### src/design/mtl_pkg.sv
`timescale 1ns / 1ps

package mtl_pkg;

    // Table geometry
    localparam int TABLE_DEPTH       = 256;
    localparam int RECORDS_PER_FRAME = 64;
    localparam int ADDR_W            = $clog2(TABLE_DEPTH);
    localparam int LEN_W             = $clog2(TABLE_DEPTH + 1);
    localparam int PEND_W            = $clog2(RECORDS_PER_FRAME + 1);
    localparam int NUM_LEVELS        = 4;

    // A length at or above this counts as an empty table
    localparam int EMPTY_LEN = 240;

    // Header magic bytes
    localparam logic [7:0] MAGIC0 = 8'hEC;
    localparam logic [7:0] MAGIC1 = 8'h98;
    localparam logic [7:0] MAGIC3 = 8'hAA;

    // Window size thresholds
    localparam logic [11:0] WIN_W_BIG = 12'd380;
    localparam logic [11:0] WIN_H_BIG = 12'd300;
    localparam logic [11:0] WIN_MIN   = 12'd4;

    // Request kinds
    localparam logic REQ_LOAD  = 1'b0;
    localparam logic REQ_QUERY = 1'b1;

    // Starting levels
    localparam logic [1:0] LVL_LOW  = 2'd0;
    localparam logic [1:0] LVL_HIGH = 2'd3;

    // Quadrant windows in tile units
    localparam logic [7:0] QUAD_LO_MAX  = 8'd7;
    localparam logic [7:0] COL_HI_MIN   = 8'd11;
    localparam logic [7:0] COL_HI_MAX   = 8'd19;
    localparam logic [7:0] ROW_HI_MIN   = 8'd19;
    localparam logic [7:0] ROW_HI_MAX   = 8'd26;

    // Source frame codes
    localparam logic [1:0] SRC_NONE   = 2'd0;
    localparam logic [1:0] SRC_TOP_L  = 2'd1;
    localparam logic [1:0] SRC_BOT_R  = 2'd2;
    localparam logic [1:0] SRC_BOT_L  = 2'd3;

    // Tile and frame sizes in pixels
    localparam logic [15:0] TILE_W  = 16'd240;
    localparam logic [15:0] TILE_H  = 16'd136;
    localparam logic [16:0] FRAME_W = 17'd1920;
    localparam logic [16:0] FRAME_H = 17'd1080;

    typedef struct packed {
        logic        req_type;
        logic [6:0]  rec_index;
        logic        new_set;
        logic [7:0]  rec_byte0;
        logic [7:0]  rec_byte1;
        logic [7:0]  rec_byte2;
        logic [7:0]  rec_byte3;
        logic [7:0]  chid;
        logic [11:0] win_width;
        logic [11:0] win_height;
    } mtl_in_t;

    typedef struct packed {
        logic [1:0]  source_sel;
        logic [15:0] crop_x;
        logic [15:0] crop_y;
        logic [10:0] crop_width;
        logic [10:0] crop_height;
        logic [1:0]  level_used;
        logic        found;
    } mtl_out_t;

    // Controller to datapath
    typedef struct packed {
        logic load_en;
        logic query_en;
        logic rd_en;
        logic sel_en;
        logic out_load;
    } mtl_cmd_t;

    // Datapath to controller
    typedef struct packed {
        logic is_query;
        logic small_win;
        logic tbl_empty;
        logic last_addr;
        logic out_free;
    } mtl_sts_t;

    function automatic logic [10:0] level_width(input logic [1:0] lvl);
        logic [10:0] w;
        unique case (lvl)
            2'd0:    w = 11'd240;
            2'd1:    w = 11'd480;
            2'd2:    w = 11'd960;
            default: w = 11'd1920;
        endcase
        return w;
    endfunction

    function automatic logic [10:0] level_height(input logic [1:0] lvl);
        logic [10:0] h;
        unique case (lvl)
            2'd0:    h = 11'd136;
            2'd1:    h = 11'd270;
            2'd2:    h = 11'd540;
            default: h = 11'd1080;
        endcase
        return h;
    endfunction

endpackage

### src/design/mtl_ctrl.sv
`timescale 1ns / 1ps

module mtl_ctrl (
    input  logic              aclk,
    input  logic              aresetn,
    input  logic              s_valid,
    output logic              s_ready,
    input  mtl_pkg::mtl_sts_t sts,
    output mtl_pkg::mtl_cmd_t cmd
);

    typedef enum logic [2:0] {
        ST_IDLE,
        ST_SCAN,
        ST_DRAIN,
        ST_SEL,
        ST_OUT
    } state_t;

    state_t state_reg, state_next;
    logic   s_ready_reg;
    logic   accept;

    assign accept  = s_valid && s_ready_reg;
    assign s_ready = s_ready_reg;

    // Decode commands and next state
    always_comb begin
        cmd        = '0;
        state_next = state_reg;
        unique case (state_reg)
            ST_IDLE: begin
                if (accept) begin
                    if (!sts.is_query) begin
                        cmd.load_en = 1'b1;
                    end else if (!sts.small_win) begin
                        cmd.query_en = 1'b1;
                        state_next   = sts.tbl_empty ? ST_SEL : ST_SCAN;
                    end
                end
            end
            ST_SCAN: begin
                cmd.rd_en = 1'b1;
                if (sts.last_addr) begin
                    state_next = ST_DRAIN;
                end
            end
            ST_DRAIN: begin
                state_next = ST_SEL;
            end
            ST_SEL: begin
                cmd.sel_en = 1'b1;
                state_next = ST_OUT;
            end
            ST_OUT: begin
                if (sts.out_free) begin
                    cmd.out_load = 1'b1;
                    state_next   = ST_IDLE;
                end
            end
            default: state_next = ST_IDLE;
        endcase
    end

    // Hold state and the ready flag
    always_ff @(posedge aclk) begin
        if (!aresetn) begin
            state_reg   <= ST_IDLE;
            s_ready_reg <= 1'b1;
        end else begin
            state_reg   <= state_next;
            s_ready_reg <= (state_next == ST_IDLE);
        end
    end

endmodule

### config.mk
export PLATFORM = sky130hd
export DESIGN_NAME = mtl_ctrl
export DESIGN_NICKNAME = d
export VERILOG_FILES = /design/src/design/mtl_pkg.sv /design/src/design/mtl_ctrl.sv
export SDC_FILE = /design/constraint.sdc
export NUM_CORES = 1
export LEC_CHECK = 0
export BUFFER_PORTS_ARGS = -buffer_cell sky130_fd_sc_hd__buf_2
export CAP_MARGIN = 20
export CELL_PAD_IN_SITES_DETAIL_PLACEMENT = 0
export CELL_PAD_IN_SITES_GLOBAL_PLACEMENT = 1
export CORE_AREA = 2 2 39 41
export DETAILED_ROUTE_END_ITERATION = 12
export DIE_AREA = 0 0 41 43
export HOLD_SLACK_MARGIN = 0.05
export PLACE_DENSITY_LB_ADDON = 0.1
export SLEW_MARGIN = 25
export SYNTH_ARGS = -nofsm -noshare
export SYNTH_HDL_FRONTEND = slang
export SYNTH_SLANG_ARGS = --single-unit
### constraint.sdc
create_clock -name aclk -period 3.1 [get_ports aclk]
set_input_delay 0.465 -clock aclk [delete_from_list [all_inputs] [get_ports aclk]]
set_output_delay 0.465 -clock aclk [all_outputs]
set_load 0.01 [all_outputs]
After elaboration in Yosys (flattened, before gate mapping)

Cells that the tools add are included.

Muxes and demuxes: 16
Equality and inequality tests: 4
Reduce and logical (&&, ||, !) cells: 3

Operator list:

| cell               | number |
|---|---|
| $mux 3             | 5 |
| $pmux 3 s5         | 1 |
| $mux 1             | 7 |
| $eq 3x2->1 const B | 2 |
| $logic_not 3->1    | 2 |
| $mux 2             | 3 |
| $eq 3x1->1 const B | 1 |
| $eq 3x3->1 const B | 1 |
| $logic_and 1x1->1  | 1 |

Word-level logic and storage cells: 25
Bits in registers: 4
Bits of input ports: 8

Depth between registers and ports, before layout

Gate-level depths: netlist of the first run.

Word-level depth: 6
Mapped depth: 4

Worst setup path before layout of the first run

OpenSTA, ideal clock, no wires.

Kind: register -> output
From: register state_reg[1]
To: output port cmd[4] in the netlist's numbering
Data arrival time: 0.988 ns
Path slack: 1.647 ns
Data required time: 2.635 ns
Cell stages (with the launch flop): 4
Buffers on the path: 1
Cells stage by stage: dfxtp_1 buf_2 nor4b_4 and3b_1

RTL lines:

| element                | line           | text |
|---|---|---|
| from (decl)            | mtl_ctrl.sv:20 | `state_t state_reg, state_next;` |
| from (signal assigned) | mtl_ctrl.sv:71 | `state_reg <= state_next;` |
| to (decl)              | mtl_ctrl.sv:9  | `output mtl_pkg::mtl_cmd_t cmd` |

==> results.cfg, run 1 <==
[critical_path]
reg2reg_setup_slack_ns = 1.95
worst_setup_path_start_kind = flip-flop
timing.critical_path.fanout_max = 10
crit_type = flip-flop to output port
worstPathArrival_ns = 1.33
cp.required_ns = 2.63
reg2reg_from = state_reg[1]
cp_slowest_cell = sky130_fd_sc_hd__dfxtp_1
worstSetupEndpointType = output port
critical_path.reg2reg.endpoint = s_ready
cpPeakStageDelay_ns = 0.41
worstPathCellList = nor4b_4 -> and3b_1 -> buf_2
worst_r2r_path_depth = 3

[final_layout]
net_total_in_the_final_layout = 53
layout-drive-gt1-share_pct = 39.5
largest_register_ffs = 3
area.growth.synth_to_final_pct = 36.6
final_cell_count_no_fill = 59
antenna-diode-count = 0

[yosys]
yosys-top-cells-area = sky130_fd_sc_hd__dfxtp_1, sky130_fd_sc_hd__and3b_1, sky130_fd_sc_hd__nor4b_4
synth_fp_nets = 37
synth_top_cells_by_count = sky130_fd_sc_hd__and3b_1, sky130_fd_sc_hd__dfxtp_1
dominantRegCellSynth = sky130_fd_sc_hd__dfxtp_1
ys_async_sr_fraction_pct = 0
synth.top_cell.area_share_pct = 30.0
synth.ff_latch_count = 4
yosys_warnings = 0
edff_count_synth = 0
syn_area_per_cell_sq_um = 9.19
synthesis.instances = 29
synth.lib_cells_used.distinct = 18
post_synthesis_sequential_area_ratio_pct = 30.0
synth.cell_area_sq_um = 267
synth.largest_area_cell = sky130_fd_sc_hd__dfxtp_1

[cts]
post_cts_buffers = 0
worst_setup_hold_path_clk_slew_ns = 0.04
clockRootBuffer = sky130_fd_sc_hd__clkbuf_4
cts.sink_count = 4
insertion_delay_ns = 0.23
cts_made_buffers = 3
post_cts.resized_instances = 0
h-tree-depth = 1
cts_buffer_depth = 2
tritoncts = done
hold_buffers = 0

[timing]
hold_violations = 0
slew_headroom_pct = 75.7
rsz_0062_raised_after_global_routing = false
final_period_minus_worst_setup_slack_ns = 1.79
fin_hold_ws_ns = 0.459
finalSetupViolCount = 0
worst-slew-pin-transition_ns = 0.363
fin_worst_skew_ns = 0.000561
report.final.slew_viol_count = 0
fmax_mhz = 558
layout_worst_path_cycle_share_pct = 57.8
final.setup.tns_ns = 0

[grt]
globalRouteOverflowTotal = 0
grt_start_max_net_pins = 11
grt_use_met3_pct = 2.09
grt_use_met2_pct = 13.1
via_count_of_the_first_global_routing_pass = 278
globalRouteMet1Util_pct = 10.3
grt.total_usage_pct = 9.93
antenna_found_initial = 0
grt_pass1_wl_microns = 1080
grt_most_used_layer = met4

[route]
detail_route.vias_per_cell = 4.46
drcViolationCount = 0
detail_route.iter0.violations = 6
detail_route.wl_per_cell_microns = 11.4
detail-route-antenna-nets = 0
detailroute.via_count = 263
routed_wirelength_microns = 673
count_of_tritonroute_iterations_in_the_first_routing_pass = 3

[job]
max_cap_violations = 0

[pwr]
switching_power_w = 0.0000441
ir_worst_vdd_mv = 0.152
power.share.switching_pct = 27.1
power_density_nw_per_um2 = 447
p_leak_nw = 0.178
pwr-share-comb_pct = 20.7
intPower_w = 0.000119
p_seq_share_pct = 39.4
clockPowerShare_pct = 39.9

[floorplan]
design.die.area_sq_um = 1760
floorplan.io_pins = 14
chipWidth_microns = 41
die_h_microns = 43
floorplan.rows = 14
placeableCoreArea_sq_um = 1380
initial_core_util_pct = 19.3

[min_path]
min_path_type = input port to flip-flop
sink_of_the_worst_hold_path = s_ready
cells_on_worst_hold_path = 2
worstHoldStart = aresetn

[placed_design]
gp_congestion = 0.690
place.port_buffers = 13
placed_cells = 56
place_hpwl_microns = 517

[outcome]
outcome = complete, no violations
layout make-up:
type / instances / area, sq um
clock buffers: 3 / 22.5
fillers: 150 / 1020
multi-input cells: 22 / 173
inverters: 1 / 3.75
well taps: 16 / 20.0
flip-flops and latches: 4 / 80.1
repair buffers: 13 / 65.1
worst max path at each step:
stage,startpoint,endpoint,cells past startpoint
global route,state_reg[1],cmd[3],4
detailed placement,s_valid,cmd[3],5
CTS,state_reg[1],cmd[3],4
floorplan,state_reg[1],cmd[4],3
global placement,s_valid,cmd[4],4
finish,state_reg[1],cmd[4],3
critical path, delay by kind of cell (launching register included):
family,cells,cell delay [ns]
buffers and inverters,1,0.12
DFF,1,0.41
and+or+nand+nor,2,0.57
cells by family (layout without fill, tap and decap cells):
family	count (synthesis)	in the layout	synth area share, %
compound gates	8	8	19.7
xor+xnor	1	1	3.29
simple gates	13	13	41.8
buf+inv	3	17	5.16
flops	4	4	30.0
power groups by stage:
stage,Clock (W),Sequential [W],Combinational (W)
after floorplan,0,0.0000589,0.0000278
after global placement,0,0.0000648,0.0000340
after detailed placement,0,0.0000649,0.0000337
after CTS,0.0000703,0.0000643,0.0000341
after global routing,0.0000703,0.0000653,0.0000371
final,0.0000650,0.0000642,0.0000336
layer usage:
metal | wire [microns] | share of wire [%]
met5 | 0 | 0
met4 | 12 | 1.8
met3 | 65 | 9.7
met2 | 317 | 47
met1 | 277 | 41
layout by cell type (no fill, tap or decap), types with 2 or more instances in the layout:
cell type / netlist / final
sky130_fd_sc_hd__a21oi_1: 2 / 2
sky130_fd_sc_hd__o21bai_1: 2 / 2
sky130_fd_sc_hd__buf_2: 2 / 13
sky130_fd_sc_hd__clkbuf_4: 0 / 3
sky130_fd_sc_hd__and3b_1: 4 / 4
sky130_fd_sc_hd__nand2_1: 2 / 2
sky130_fd_sc_hd__nor3b_1: 2 / 2
sky130_fd_sc_hd__dfxtp_1: 4 / 4
stage by stage:
stage | area [sq um] | utilization [%] | total power [W] | setup WS (ns)
2_1_floorplan | 267 | - | 0.0000868 | 1.65
3_3_place_gp | 342 | 24.7 | 0.0000987 | 1.53
3_5_place_dp | 342 | 24.7 | 0.0000987 | 1.52
4_1_cts | 364 | 26.3 | 0.000169 | 1.28
5_1_grt | 364 | 26.3 | 0.000173 | 1.16
6_report | 364 | 26.3 | 0.000163 | 1.31
No activity file was read; power rests on OpenSTA's default activity.
==> inputs of run 2 (changes only) <==
ABC_AREA = 1   (was unset)
clock period = 1.75 ns   (was 3.1 ns; I/O delays follow)
==> results.cfg, run 2 <==
[final_layout]
net_total_in_the_final_layout = 66
largest_register_ffs = 3
mostFrequentLayoutCells = sky130_fd_sc_hd__buf_2, sky130_fd_sc_hd__inv_1, sky130_fd_sc_hd__nand2_1
layout-drive-gt1-share_pct = 44.6
final_core_util_pct = 26.0
area.growth.synth_to_final_pct = 42.6
commonest_non_fill_non_tap_cell_in_the_layout = sky130_fd_sc_hd__buf_2
antenna-diode-count = 0

[cts]
hold_buffers = 0
h-tree-depth = 1
worst_setup_hold_path_clk_slew_ns = 0.04
cts.sink_count = 4
cts_buffer_depth = 2
insertion_delay_ns = 0.24
cts_made_buffers = 3
clockRootBuffer = sky130_fd_sc_hd__clkbuf_4
post_cts_buffers = 0
post_cts.resized_instances = 0
tritoncts = done

[route]
detail-route-antenna-nets = 0
detail_route.vias_per_cell = 3.96
count_of_tritonroute_iterations_in_the_first_routing_pass = 4
detail_route.iter0.violations = 1
detailroute.via_count = 285
drcViolationCount = 0
detail_route.wl_per_cell_microns = 7.42
routed_wirelength_microns = 534

[yosys]
syn_area_per_cell_sq_um = 6.32
synthesis.instances = 40
ys_async_sr_fraction_pct = 0
yosys.area_share.simple_pct = 45.0
synth.ff_latch_count = 4
synth.cell_area_sq_um = 253
synthXorXnorAreaFrac_pct = 0
synth-compound-area-share_pct = 5.45
edff_count_synth = 0
synth-adder-area-share_pct = 0
synth.top_cell.area_share_pct = 31.7
synth_top_cells_by_count = sky130_fd_sc_hd__inv_1, sky130_fd_sc_hd__nand2_1, sky130_fd_sc_hd__nand3_1
synth_fp_nets = 48
yosys_warnings = 0
post_synthesis_sequential_area_ratio_pct = 31.7
yosysMostFrequentCell = sky130_fd_sc_hd__inv_1
dominantRegCellSynth = sky130_fd_sc_hd__dfxtp_1
synth.largest_area_cell = sky130_fd_sc_hd__dfxtp_1
largest_family_of_logic_cells_by_synthesized_area = simple AND/OR/NAND/NOR gates
yosys-top-cells-area = sky130_fd_sc_hd__dfxtp_1, sky130_fd_sc_hd__inv_1, sky130_fd_sc_hd__nand2_1
synth.lib_cells_used.distinct = 13
synth.area.mux_share_pct = 0

[critical_path]
cpPeakStageDelay_ns = 0.34
worstPathCellList = inv_2 -> nand2_2 -> nor2_2 -> nand2_2 -> inv_1 -> buf_2
worstPathBufferInverterCount = 3
timing.critical_path.fanout_max = 5
cp.depth = 6
worst_setup_path_start_kind = flip-flop
cp_common_cell = sky130_fd_sc_hd__nand2_2
reg2reg_setup_slack_ns = 0.72
cp_slowest_cell = sky130_fd_sc_hd__dfxtp_1
worstSetupEndpointType = output port
critical_path.reg2reg.endpoint = s_ready
worstPathArrival_ns = 1.06
reg2reg_from = state_reg[0]
cp.required_ns = 1.49
crit_type = flip-flop to output port
worst_r2r_path_depth = 6
timing.critical_path.max_delay_family = flip-flops

[pwr]
p_seq_share_pct = 37.0
intPower_w = 0.000208
clockPowerShare_pct = 39.1
power_density_nw_per_um2 = 813
ir_worst_vdd_mv = 0.246
pwr-share-comb_pct = 23.9
power.share.switching_pct = 28.9
p_leak_nw = 0.231
switching_power_w = 0.0000847

[placed_design]
gp_congestion = 0.625
place.port_buffers = 13
place_hpwl_microns = 466

[grt]
grt_start_max_net_pins = 6
via_count_of_the_first_global_routing_pass = 264
grt.total_usage_pct = 7.93
antenna_found_initial = 0
globalRouteOverflowTotal = 0
grt_pass1_wl_microns = 883

[floorplan]
floorplan.rows = 14
design.die.area_sq_um = 1760
initial_core_util_pct = 18.3
placeableCoreArea_sq_um = 1380
die_h_microns = 43
chipWidth_microns = 41
floorplan.io_pins = 14

[timing]
finalSetupViolCount = 0
worst-slew-pin-transition_ns = 0.207
final_period_minus_worst_setup_slack_ns = 1.32
slew_headroom_pct = 86.2
final.setup.tns_ns = 0
report.final.slew_viol_count = 0
fin_worst_skew_ns = 0.00394
layout_worst_path_cycle_share_pct = 75.7
fmax_mhz = 755
rsz_0062_raised_after_global_routing = false
hold_violations = 0

[min_path]
sink_of_the_worst_hold_path = state_reg[0]
cells_on_worst_hold_path = 3
worstHoldStart = aresetn
min_path_type = input port to flip-flop

[outcome]
outcome = complete, no violations

[job]
max_cap_violations = 0
-- run 2: kinds of logic (layout without fill, tap and decap cells) --
logic type             after synthesis  after routing
AND/OR/NAND/NOR                     22             22
flip-flops                           4              4
AO/OA/AOI/OAI                        2              2
buffers and inverters               12             28
-- run 2: routing by layer --
| metal | track usage [%] | up-vias | share of wire (%) |
|---|---|---|---|
| met4 | 8.00 | 0 | 2.6 |
| met3 | 3.14 | 2 | 7.5 |
| met5 | 0 | - | 0 |
| met2 | 11.6 | 7 | 49 |
| met1 | 7.72 | 124 | 41 |
| li1 | - | 152 | - |
-- run 2: power by group through the flow --
stage          combinational, W  sequential (W)  clock, W
3_5_place_dp          0.0000712        0.000110         0
5_1_grt               0.0000796        0.000110  0.000127
4_1_cts               0.0000716        0.000108  0.000122
2_1_floorplan         0.0000452        0.000111         0
6_report              0.0000701        0.000108  0.000115
3_3_place_gp          0.0000739        0.000110         0
-- run 2: cell type report --
| class | instances | area, sq um |
|---|---|---|
| clock buffer | 3 | 22.5 |
| fill | 166 | 1020 |
| inverter | 12 | 45.0 |
| multi-input combinational | 24 | 128 |
| sequential | 4 | 80.1 |
| tap | 16 | 20.0 |
| timing repair buffer | 13 | 65.1 |
-- run 2: tightest hold or removal path: cells and delay by family --
family	cells	cell delay, ns
buffers and inverters	2	0.15
and+or+nand+nor	1	0.07
-- run 2: metrics by stage --
step | area, sq um | instances | setup slack [ns] | power [W] | hold slack [ns]
final | 360 | 72 | 0.426 | 0.000293 | 0.265
after global routing | 360 | 72 | 0.335 | 0.000316 | 0.285
after CTS | 360 | 72 | 0.408 | 0.000302 | 0.253
after detailed placement | 338 | 69 | 0.651 | 0.000181 | 0.507
after global placement | 338 | 69 | 0.658 | 0.000183 | 0.505
after floorplan | 253 | 40 | 0.644 | 0.000156 | 0.379
-- run 2: how the worst max path moves through the flow --
stage               endpoint         start  slack, ns
finish                cmd[3]  state_reg[0]       0.43
global route          cmd[3]  state_reg[0]       0.33
CTS                   cmd[3]  state_reg[0]       0.41
detailed placement    cmd[3]        sts[3]       0.65
global placement      cmd[3]        sts[3]       0.66
floorplan             cmd[4]       s_ready       0.64
==> inputs of run 3 (changes only) <==
clock period = 1.09 ns   (was 1.75 ns; I/O delays follow)
==> results.cfg, run 3 (synthesis gave the netlist of run 2 again) <==
[outcome]
outcome = finished with violations
violations = setup timing

[placed_design]
place.port_buffers = 13
place_ws_ns = 0.0566
gp_congestion = 0.641
placed_cells = 69
place_hpwl_microns = 490

[final_layout]
combined_area_of_the_multi_input_logic_cells_sq_um = 169
commonest_non_fill_non_tap_cell_in_the_layout = sky130_fd_sc_hd__buf_2
net_total_in_the_final_layout = 71
final_cell_count_no_fill = 77
area.sequential_sq_um = 87.6
mostFrequentLayoutCells = sky130_fd_sc_hd__buf_2, sky130_fd_sc_hd__inv_1
layout-drive-gt1-share_pct = 70.5
area.growth.synth_to_final_pct = 79.2
antenna-diode-count = 0
final_core_util_pct = 32.7
largest_register_ffs = 3
n_fill_cell = 162

[min_path]
sink_of_the_worst_hold_path = state_reg[0]
worstHoldStart = aresetn
cells_on_worst_hold_path = 3
min_path_type = input port to flip-flop

[floorplan]
floorplan.io_pins = 14
floorplan.rows = 14
initial_core_util_pct = 18.3
design.die.area_sq_um = 1760
chipWidth_microns = 41
die_h_microns = 43
placeableCoreArea_sq_um = 1380

[route]
routed_wirelength_microns = 686
wl_met2_microns = 372
detailroute.via_count = 312
route.layer.met1.wl_microns = 278
met3_wirelength_microns = 35
maxUsedRoutingLayer = met3
drcViolationCount = 0
detail-route-antenna-nets = 0
count_of_tritonroute_iterations_in_the_first_routing_pass = 4
detail_route.wl_per_cell_microns = 8.91
detail_route.iter0.violations = 2
detail_route.vias_per_cell = 4.05

[job]
max_cap_violations = 0

[timing]
final.setup.tns_ns = -0.316
worst-slew-pin-transition_ns = 0.198
layout_worst_path_cycle_share_pct = 110
post-route-worst-setup-slack_ns = -0.108
hold_violations = 0
fin_worst_skew_ns = 0.00880
report.final.slew_viol_count = 0
finalSetupViolCount = 6
slew_headroom_pct = 86.7
fmax_mhz = 835
final_period_minus_worst_setup_slack_ns = 1.20
rsz_0062_raised_after_global_routing = true

[critical_path]
cp_slowest_cell = sky130_fd_sc_hd__dfxtp_4
worst_setup_path_start_kind = flip-flop
worstPathCellList = nor4_2 -> buf_2
cpPeakStageDelay_ns = 0.36
reg2reg_from = state_reg[0]
crit_type = flip-flop to output port
worst_r2r_path_depth = 8
reg2reg_setup_slack_ns = -0.03
timing.critical_path.fanout_max = 5
critical_path.reg2reg.endpoint = s_ready
worstSetupEndpointType = output port
worstPathArrival_ns = 1.03
cp.required_ns = 0.93

[pwr]
ir_worst_vdd_mv = 0.435
power.total_w = 0.000545
p_leak_nw = 0.263
power_density_nw_per_um2 = 1200

[cts]
clockRootBuffer = sky130_fd_sc_hd__clkbuf_4
h-tree-depth = 1
insertion_delay_ns = 0.24
tritoncts = done
cts.sink_count = 4
cts_buffer_depth = 2
cts_made_buffers = 3
worst_setup_hold_path_clk_slew_ns = 0.04

[grt]
globalRouteOverflowTotal = 0
via_count_of_the_first_global_routing_pass = 319
grt_start_max_net_pins = 6
antenna_found_initial = 0
grt_pass1_wl_microns = 1140
grt.total_usage_pct = 9.93
-- run 3: stage by stage --
step | instance area, sq um | hold WS (ns)
2_1_floorplan | 253 | 0.280
3_3_place_gp | 338 | 0.410
3_5_place_dp | 338 | 0.401
4_1_cts | 402 | 0.156
5_1_grt | 453 | 0.175
6_report | 453 | 0.160
-- run 3: area by class of cell --
class                           count  area share (%)
Sequential cell                     4            19.3
Timing Repair Buffer               18            23.5
Multi-Input combinational cell     24            37.3
Clock buffer                        3            4.97
Inverter                           12            10.5
Tap cell                           16            4.42
-- run 3: worst max-delay path, delay by kind of cell (launching register included) --
| family | cells | cell delay, ns |
|---|---|---|
| buffers and inverters | 1 | 0.17 |
| flip-flops | 1 | 0.36 |
| AND/OR/NAND/NOR | 1 | 0.26 |
-- run 3: per-layer routing --
layer,track usage [%],vias to the layer above
li1,-,165
met1,10.3,142
met2,15.3,5
met3,3.14,0
met4,8.00,0
met5,0,-
-- run 3: worst max-delay path by stage --
stage | startpoint | to | cells past startpoint | slack, ns
2_1_floorplan | s_ready | cmd[4] | 2 | 0.08
6_report | state_reg[2] | cmd[4] | 2 | -0.11
4_1_cts | state_reg[1] | cmd[3] | 6 | -0.12
5_1_grt | s_ready | cmd[4] | 3 | -0.18
3_5_place_dp | state_reg[0] | s_ready | 6 | 0.06
3_3_place_gp | state_reg[0] | s_ready | 6 | 0.02
-- run 3: timing repair --
item / 4_1_cts / 5_1_grt
hold buffers: 0 / 0
setup buffers: 4 / 1
resized for setup: 6 / 12
endpoints found under the setup margin: 5 / 8
pin swaps: 3 / 5
-- run 3: report_power, final --
group	internal, W	switching, W	total, W
logic	0.0000906	0.0000921	0.000183
clock network	0.000123	0.0000645	0.000188
registers	0.000162	0.0000120	0.000174
